## src/design/pkbc_pkg.sv

```systemverilog
package pkbc_pkg;

  localparam int KEY_W  = 32;
  localparam int BASE_W = 64;
  localparam int OP_W   = 2;

  typedef logic [KEY_W-1:0]  key_t;
  typedef logic [BASE_W-1:0] base_t;
  typedef logic [OP_W-1:0]   op_t;

  typedef enum logic [OP_W-1:0] {
    OP_LOOKUP = 2'd0,
    OP_STORE  = 2'd1,
    OP_INVAL  = 2'd2
  } opcode_t;

  typedef struct packed {
    key_t  key;
    base_t first;
    base_t second;
  } slot_t;

  localparam int SLOT_W = $bits(slot_t);

  typedef enum logic [1:0] {
    ST_IDLE,
    ST_SCAN,
    ST_FINISH
  } state_t;

endpackage

```

## src/design/pkbc_if.sv

```systemverilog
interface pkbc_req_if import pkbc_pkg::*; ();
  logic  valid;
  logic  ready;
  op_t   opcode;
  key_t  process_id;
  logic  want_first;
  logic  want_second;
  base_t first_base;
  base_t second_base;

  modport source (
    output valid, opcode, process_id, want_first, want_second, first_base, second_base,
    input  ready
  );
  modport sink (
    input  valid, opcode, process_id, want_first, want_second, first_base, second_base,
    output ready
  );
endinterface

interface pkbc_rsp_if import pkbc_pkg::*; ();
  logic  valid;
  logic  ready;
  logic  found;
  base_t first_out;
  base_t second_out;

  modport source (
    output valid, found, first_out, second_out,
    input  ready
  );
  modport sink (
    input  valid, found, first_out, second_out,
    output ready
  );
endinterface

```

## src/design/pkbc_ram.sv

```systemverilog
module pkbc_ram #(
  parameter int WIDTH = 8,
  parameter int DEPTH = 16,
  localparam int AW = (DEPTH > 1) ? $clog2(DEPTH) : 1
) (
  input  logic             clk,
  input  logic             we,
  input  logic [AW-1:0]    waddr,
  input  logic [WIDTH-1:0] wdata,
  input  logic [AW-1:0]    raddr,
  output logic [WIDTH-1:0] rdata
);

  logic [WIDTH-1:0] mem [DEPTH];

  always_ff @(posedge clk) begin
    if (we) begin
      mem[waddr] <= wdata;
    end
    rdata <= mem[raddr];
  end

endmodule

```

## src/design/pkbc_mod.sv

```systemverilog
module pkbc_mod import pkbc_pkg::*; #(
  parameter int DIVISOR = 16,
  localparam int RW = (DIVISOR > 1) ? $clog2(DIVISOR) : 1
) (
  input  logic          clk,
  input  logic          rst,
  input  logic          start,
  input  key_t          dividend,
  output logic          done,
  output logic [RW-1:0] rem
);

  // key mod DIVISOR by a reciprocal multiply; rem is valid once done is set again
  localparam int SH = $clog2(DIVISOR);
  localparam int MW = KEY_W + 1;
  localparam int PW = KEY_W + MW;
  localparam logic [PW-1:0] ONE_P = PW'(1);
  localparam logic [MW-1:0] RECIP = MW'((ONE_P << (KEY_W + SH)) / PW'(DIVISOR) + ONE_P);
  localparam key_t DIV_K = KEY_W'(DIVISOR);

  logic [1:0]    phase;
  key_t          num;
  logic [PW-1:0] prod;
  key_t          quo;
  key_t          back;

  assign quo  = KEY_W'(prod >> (KEY_W + SH));
  assign done = (phase == '0);
  assign rem  = back[RW-1:0];

  always_ff @(posedge clk) begin
    if (rst) begin
      phase <= '0;
    end else if (start) begin
      phase <= 2'd2;
    end else if (!done) begin
      phase <= phase - 1'b1;
    end
  end

  always_ff @(posedge clk) begin
    if (start) begin
      num <= dividend;
    end
    prod <= PW'(num) * PW'(RECIP);
    back <= num - quo * DIV_K;
  end

endmodule

```

## src/design/process_keyed_base_cache.sv

```systemverilog
// The result is loaded into the output register once the scan and any remainder are done; the scan reads
// one slot per cycle from the slot RAM and stops at the first matching slot.
// A store that misses a full table uses the remainder unit, started on accept; FINISH waits for it.
// One request at a time; ready returns the cycle after the result is loaded into the output
// register, and that load waits while the output register holds a result not yet taken.
// Reset: synchronous; all slots read as empty right after reset through per-slot valid bits.
module process_keyed_base_cache import pkbc_pkg::*; #(
  parameter int SLOT_COUNT = 16
) (
  input logic         clk,
  input logic         rst,
  pkbc_req_if.sink    req,
  pkbc_rsp_if.source  rsp
);

  localparam int IW = (SLOT_COUNT > 1) ? $clog2(SLOT_COUNT) : 1;
  localparam logic [IW:0]   IDX_END  = (IW+1)'(SLOT_COUNT);
  localparam logic [IW:0]   LAST_W   = (IW+1)'(SLOT_COUNT - 1);
  localparam logic [IW-1:0] LAST_IDX = LAST_W[IW-1:0];

  state_t state, state_next;

  op_t   op;
  key_t  id;
  logic  want_a;
  logic  want_b;
  base_t base_a;
  base_t base_b;

  logic [IW:0]           idx;
  logic                  chk_vld;
  logic [IW-1:0]         chk_idx;
  logic                  hit;
  logic [IW-1:0]         hit_idx;
  slot_t                 hit_data;
  logic                  empty_found;
  logic [IW-1:0]         empty_idx;
  logic [SLOT_COUNT-1:0] valid;

  logic out_full;
  logic out_found;
  base_t out_first;
  base_t out_second;

  slot_t         rd;
  slot_t         eff;
  logic          match;
  logic          empty;
  logic          scan_end;
  logic          accept;
  logic          issue_en;
  logic          out_free;
  logic          mod_need;
  logic          mod_done;
  logic [IW-1:0] mod_rem;
  logic          fire;
  logic          we;
  logic [IW-1:0] waddr;
  slot_t         wdata;
  logic          lk;
  base_t         res_a;
  base_t         res_b;

  pkbc_ram #(.WIDTH(SLOT_W), .DEPTH(SLOT_COUNT)) u_ram (
    .clk   (clk),
    .we    (we),
    .waddr (waddr),
    .wdata (wdata),
    .raddr (idx[IW-1:0]),
    .rdata (rd)
  );

  pkbc_mod #(.DIVISOR(SLOT_COUNT)) u_mod (
    .clk      (clk),
    .rst      (rst),
    .start    (accept),
    .dividend (req.process_id),
    .done     (mod_done),
    .rem      (mod_rem)
  );

  assign eff      = valid[chk_idx] ? rd : '0;
  assign match    = chk_vld && (eff.key == id);
  assign empty    = chk_vld && (eff.key == '0);
  assign scan_end = chk_vld && (match || (chk_idx == LAST_IDX));
  assign out_free = !out_full || rsp.ready;
  assign mod_need = (op == OP_STORE) && !hit && !empty_found;

  always_comb begin
    state_next = state;
    case (state)
      ST_IDLE: begin
        if (req.valid) state_next = ST_SCAN;
      end
      ST_SCAN: begin
        if (scan_end) state_next = ST_FINISH;
      end
      ST_FINISH: begin
        if (fire) state_next = ST_IDLE;
      end
      default: state_next = ST_IDLE;
    endcase
  end

  always_comb begin
    req.ready = 1'b0;
    issue_en  = 1'b0;
    fire      = 1'b0;
    case (state)
      ST_IDLE:   req.ready = 1'b1;
      ST_SCAN:   issue_en  = (idx != IDX_END) && !scan_end;
      ST_FINISH: fire      = out_free && (!mod_need || mod_done);
      default:   ;
    endcase
  end

  assign accept = req.valid && req.ready;

  always_comb begin
    wdata = '0;
    waddr = hit_idx;
    we    = fire && (op == OP_STORE);
    wdata.key = id;
    if (hit) begin
      wdata.first  = (base_a != '0) ? base_a : hit_data.first;
      wdata.second = (base_b != '0) ? base_b : hit_data.second;
    end else begin
      wdata.first  = base_a;
      wdata.second = base_b;
      waddr        = empty_found ? empty_idx : mod_rem;
    end
  end

  assign lk    = (op == OP_LOOKUP) && hit;
  assign res_a = (lk && want_a) ? hit_data.first  : '0;
  assign res_b = (lk && want_b) ? hit_data.second : '0;

  always_ff @(posedge clk) begin
    if (rst) begin
      state   <= ST_IDLE;
      chk_vld <= 1'b0;
      valid   <= '0;
    end else begin
      state   <= state_next;
      chk_vld <= issue_en;
      if (we) begin
        valid[waddr] <= 1'b1;
      end else if (fire && (op == OP_INVAL) && hit) begin
        valid[hit_idx] <= 1'b0;
      end
    end
  end

  always_ff @(posedge clk) begin
    chk_idx <= idx[IW-1:0];
    if (accept) begin
      op          <= req.opcode;
      id          <= req.process_id;
      want_a      <= req.want_first;
      want_b      <= req.want_second;
      base_a      <= req.first_base;
      base_b      <= req.second_base;
      idx         <= '0;
      hit         <= 1'b0;
      empty_found <= 1'b0;
    end else begin
      if (issue_en) begin
        idx <= idx + 1'b1;
      end
      if (match) begin
        hit      <= 1'b1;
        hit_idx  <= chk_idx;
        hit_data <= eff;
      end
      if (empty && !empty_found) begin
        empty_found <= 1'b1;
        empty_idx   <= chk_idx;
      end
    end
  end

  always_ff @(posedge clk) begin
    if (rst) begin
      out_full <= 1'b0;
    end else if (fire) begin
      out_full <= 1'b1;
    end else if (rsp.ready) begin
      out_full <= 1'b0;
    end
  end

  always_ff @(posedge clk) begin
    if (fire) begin
      out_found  <= (res_a != '0) || (res_b != '0);
      out_first  <= res_a;
      out_second <= res_b;
    end
  end

  assign rsp.valid      = out_full;
  assign rsp.found      = out_found;
  assign rsp.first_out  = out_first;
  assign rsp.second_out = out_second;

endmodule

```

## src/flat_wrapper.sv

```systemverilog
// flat-port wrapper written by rule: the top's interface ports become plain ports
module process_keyed_base_cache_flat import pkbc_pkg::*;
#(
  parameter int SLOT_COUNT = 16
)
  (clk, rst, req_valid, req_opcode, req_process_id, req_want_first, req_want_second, req_first_base, req_second_base, req_ready, rsp_valid, rsp_found, rsp_first_out, rsp_second_out, rsp_ready);
  pkbc_req_if req_i ();
  pkbc_rsp_if rsp_i ();
  input logic clk;
  input logic rst;
  input wire logic [$bits(req_i.valid)-1:0] req_valid;
  input wire logic [$bits(req_i.opcode)-1:0] req_opcode;
  input wire logic [$bits(req_i.process_id)-1:0] req_process_id;
  input wire logic [$bits(req_i.want_first)-1:0] req_want_first;
  input wire logic [$bits(req_i.want_second)-1:0] req_want_second;
  input wire logic [$bits(req_i.first_base)-1:0] req_first_base;
  input wire logic [$bits(req_i.second_base)-1:0] req_second_base;
  output wire logic [$bits(req_i.ready)-1:0] req_ready;
  output wire logic [$bits(rsp_i.valid)-1:0] rsp_valid;
  output wire logic [$bits(rsp_i.found)-1:0] rsp_found;
  output wire logic [$bits(rsp_i.first_out)-1:0] rsp_first_out;
  output wire logic [$bits(rsp_i.second_out)-1:0] rsp_second_out;
  input wire logic [$bits(rsp_i.ready)-1:0] rsp_ready;
  assign req_i.valid = req_valid;
  assign req_i.opcode = req_opcode;
  assign req_i.process_id = req_process_id;
  assign req_i.want_first = req_want_first;
  assign req_i.want_second = req_want_second;
  assign req_i.first_base = req_first_base;
  assign req_i.second_base = req_second_base;
  assign req_ready = req_i.ready;
  assign rsp_valid = rsp_i.valid;
  assign rsp_found = rsp_i.found;
  assign rsp_first_out = rsp_i.first_out;
  assign rsp_second_out = rsp_i.second_out;
  assign rsp_i.ready = rsp_ready;
  process_keyed_base_cache #(.SLOT_COUNT(SLOT_COUNT)) u_core (.clk(clk), .rst(rst), .req(req_i), .rsp(rsp_i));
endmodule
```

## config.mk

```make
export PLATFORM = sky130hd
export DESIGN_NAME = process_keyed_base_cache_flat
export DESIGN_NICKNAME = d
export VERILOG_FILES = /design/src/design/pkbc_pkg.sv /design/src/design/pkbc_if.sv /design/src/design/pkbc_ram.sv /design/src/design/pkbc_mod.sv /design/src/design/process_keyed_base_cache.sv /design/src/flat_wrapper.sv
export SDC_FILE = /design/constraint.sdc
export NUM_CORES = 2
export LEC_CHECK = 0
export ABC_AREA = 1
export ABC_CLOCK_PERIOD_IN_PS = 36700
export BUFFER_PORTS_ARGS = -buffer_cell sky130_fd_sc_hd__buf_2
export CAP_MARGIN = 5
export CORE_AREA = 2 2 636 638
export CTS_CLUSTER_SIZE = 14
export DETAILED_ROUTE_END_ITERATION = 8
export DIE_AREA = 0 0 638 640
export PLACE_DENSITY = 0.47
export SLEW_MARGIN = 20
export SYNTH_ARGS = -nofsm -noshare
export SYNTH_HDL_FRONTEND = slang
export SYNTH_SLANG_ARGS = --single-unit
```

## constraint.sdc

```tcl
create_clock -name clk -period 36.7 [get_ports clk]
set_input_delay 7.34 -clock clk [delete_from_list [all_inputs] [get_ports clk]]
set_output_delay 7.34 -clock clk [all_outputs]
set_load 0.05 [all_outputs]
```

==> results.md <==
* Status: complete, no violations
* Worst slew pin tran at 1.274 ns
* Starting density of the core at 0.2993
* F_max at 84.94 MHz
* WHS Endpoint: u_core.u_mod.phase[0]
* Crit path required time at 37.23 ns
* WS Path Type: in2reg
* Clock Path Buffers at 4
* R2R setup slack at 30.35 ns
* DRT iter0 DRCs at 6713
* CP Capture Type: flip-flop
* Setup WS pre-CTS at 23.90 ns
* Worst Setup Slack, final at 24.93 ns
* Antenna Violating Nets Remaining at 0
* Max_cap viols at 0
* Vias in the first global route at 74280
* CP Max Fanout at 47
* Layout cells sized above 1 at 0.1197
* Routed WL at 357000 um
* Root Buffer: clkbuf_16
* R2R cell count at 12
* Global route hottest layer: met2
* CTS tree: done
* RD Place Congestion at 0.8084
* Clk_lat worst skew at 0.94 ns
* Largest net degree at the start of global routing at 207
* PwrDens at 62.30 nW/um^2
* Worst hold-check path type: reg2reg
* Vias per inst at 5.034
* Initial antenna violation count at 17
* Hold Path Origin: u_core.u_mod.phase[0]
* DP Wirelength at 196600 um
* Synth-to-layout area growth at 16.41%
* First-pass GRT wire length at 516700 um
* Commonest cells after routing, fill and taps aside: 2989 x edfxtp_1, 1586 x nor2_1, 1328 x o21ai_0
* Number of distinct library cells after synthesis at 39
* Clock sink total at 3186
* Top FF cell, synth: edfxtp_1
* Top Ports at 299
* Layout fillers at 38490
* RSZ-0062 raised after global routing: false
* Static Leak at 46.35 nW
* Hold Vio Cnt, Final at 0
* M3 GR Usage at 0.01872
* Commonest non-fill, non-tap cell in the layout: edfxtp_1
* Gr usage total at 0.1694
* #FFs+latches synth at 3186
* Die Ht at 640 um
* Via count at 74000
* Gr ovfl total at 0
* Die area at 408300 um^2
* Post-synth EDFFs at 2989
* Overall Power at 0.008715 W
* Post-layout min period at 11.77 ns
* DIE WIDTH at 638 um
* Hold path depth at 1
* Final count of pins violating max slew at 0
* Clock Skews at 0.07752 ns
* Final core occ at 0.3485
* Placed cells at 14040
* Syn. warnings at 0
* Cell Rows at 233
* Syn_area_per_cell at 13.68 um^2
* DR WL/cell at 24.29 um
* Sequential area share after synthesis at 0.7798
* Worst rel slew slack at 0.1506
* Setup TNS Final at 0 ns
* Clock transition at the registers of the reported paths at 0.06 ns
* H-tree Lvls at 5
* CP Launch Type: input port
* Residual DRC at 0
* Post-cts resize count at 0
* Mapped Area at 120200 um^2
* RR Endpoint: u_core.u_ram.mem[6][108]
* I/O Buffers at 298
* Non-filler cells in the finished layout at 14700
* Final setup fails at 0
* Reg-to-Reg Start: u_core.op[1]
* WP data arrival at 12.31 ns
* Mapped Nets at 8956
* Fin nets at 9278
* TritonCTS buffer count at 355
* Core Region at 401400 um^2
* Drt first pass iters at 5
* Hold_buf cts at 0
* Max rail drop VDD at 0.04007 mV
* Met1 Resource Use GR at 0.2235
* Setup repair bufs after CTS at 0
* Cells after synthesis at 8786
* Asr flop ratio synth at 0
* M2 GR Usage at 0.2940
* Final period utilization at 0.3208
-- worst max path at each step --
stage,slack (ns),from,cells past startpoint,end
5_1_grt,24.67,rsp_ready,13,u_core.u_ram.mem[6][127]
2_1_floorplan,10.91,rsp_ready,8,u_core.valid[10]
3_3_place_gp,23.81,rsp_ready,13,u_core.u_ram.mem[6][143]
6_report,24.93,rsp_ready,13,u_core.u_ram.mem[6][108]
3_5_place_dp,23.90,rsp_ready,13,u_core.u_ram.mem[6][132]
4_1_cts,24.88,rsp_ready,13,u_core.u_ram.mem[6][132]
-- registers in the layout, indices dropped and copies added (netlist names), 5 cells and up --
register	flops
u_core.u_ram.mem	2560
u_core.u_ram.rdata	160
u_core.hit_data	128
u_core.base_a	64
u_core.base_b	64
u_core.rsp.first_out	64
u_core.rsp.second_out	64
u_core.id	32
u_core.valid	16
u_core.idx	5
-- routing by layer --
| layer | routed length (um) | share of wire | vias to the layer above |
|---|---|---|---|
| met5 | 13 | 0.000036 | - |
| met3 | 17710 | 0.050 | 499 |
| met1 | 153600 | 0.43 | 38110 |
| li1 | - | - | 33250 |
| met2 | 176100 | 0.49 | 2146 |
| met4 | 9637 | 0.027 | 2 |
-- cell usage after synthesis (35+ instances only) --
library cell | number | share of area
edfxtp_1 | 2989 | 0.75
nor2_1 | 1603 | 0.050
o21ai_0 | 1341 | 0.056
clkbuf_1 | 517 | 0.016
nand2_1 | 480 | 0.015
o22ai_1 | 376 | 0.020
inv_1 | 346 | 0.011
nand3_1 | 286 | 0.012
o221ai_1 | 264 | 0.019
dfxtp_1 | 197 | 0.033
o21bai_1 | 83 | 0.0052
nor4_1 | 63 | 0.0033
o211ai_1 | 61 | 0.0038
nand4_1 | 44 | 0.0023
buf_1 | 35 | 0.0011
-- final cells by class --
type                       instances  area, um^2  share of cell area
timing repair buffer             527        3402             0.02432
antenna                            5       12.51          0.00008944
multi-input combinational       4685       23360              0.1670
tap                             5287        6615             0.04729
sequential                      3186       93710              0.6699
inverter                         353        1385            0.009902
clock buffer                     496        9966             0.07124
clock inverter                   160        1433             0.01024
-- kinds of logic after synthesis --
group	synth area share
compound gates	0.1050
flops	0.7798
fa+ha+maj	0.0002082
simple gates	0.08575
xor+xnor	0.0002187
buf+inv	0.02907
-- metrics by stage --
stage | cell area [um^2] | hold WS [ns]
2_1_floorplan | 120200 | 0.3290
3_3_place_gp | 128400 | 0.4377
3_5_place_dp | 128400 | 0.4423
4_1_cts | 139800 | 0.4503
5_1_grt | 139900 | 0.4778
6_report | 139900 | 0.4463
-- worst max-delay path, cell delays in order --
cell,delay [ns]
buf_2,0.08
inv_1,0.03
nand2_1,0.11
o21ai_0,0.15
nor3_2,0.15
buf_4,0.41
nand2_1,0.17
nor2_1,0.18
nand2_1,0.25
nor2_4,0.79
buf_4,0.80
buf_4,0.89
buf_4,0.84
-- where the power goes --
| part | switching (W) | internal, W |
|---|---|---|
| clock | 0.00146 | 0.00201 |
| combinational | 0.000802 | 0.000280 |
| sequential | 0.0000654 | 0.00410 |
| total | 0.00233 | 0.00639 |
(Power assumes the default switching activity.)
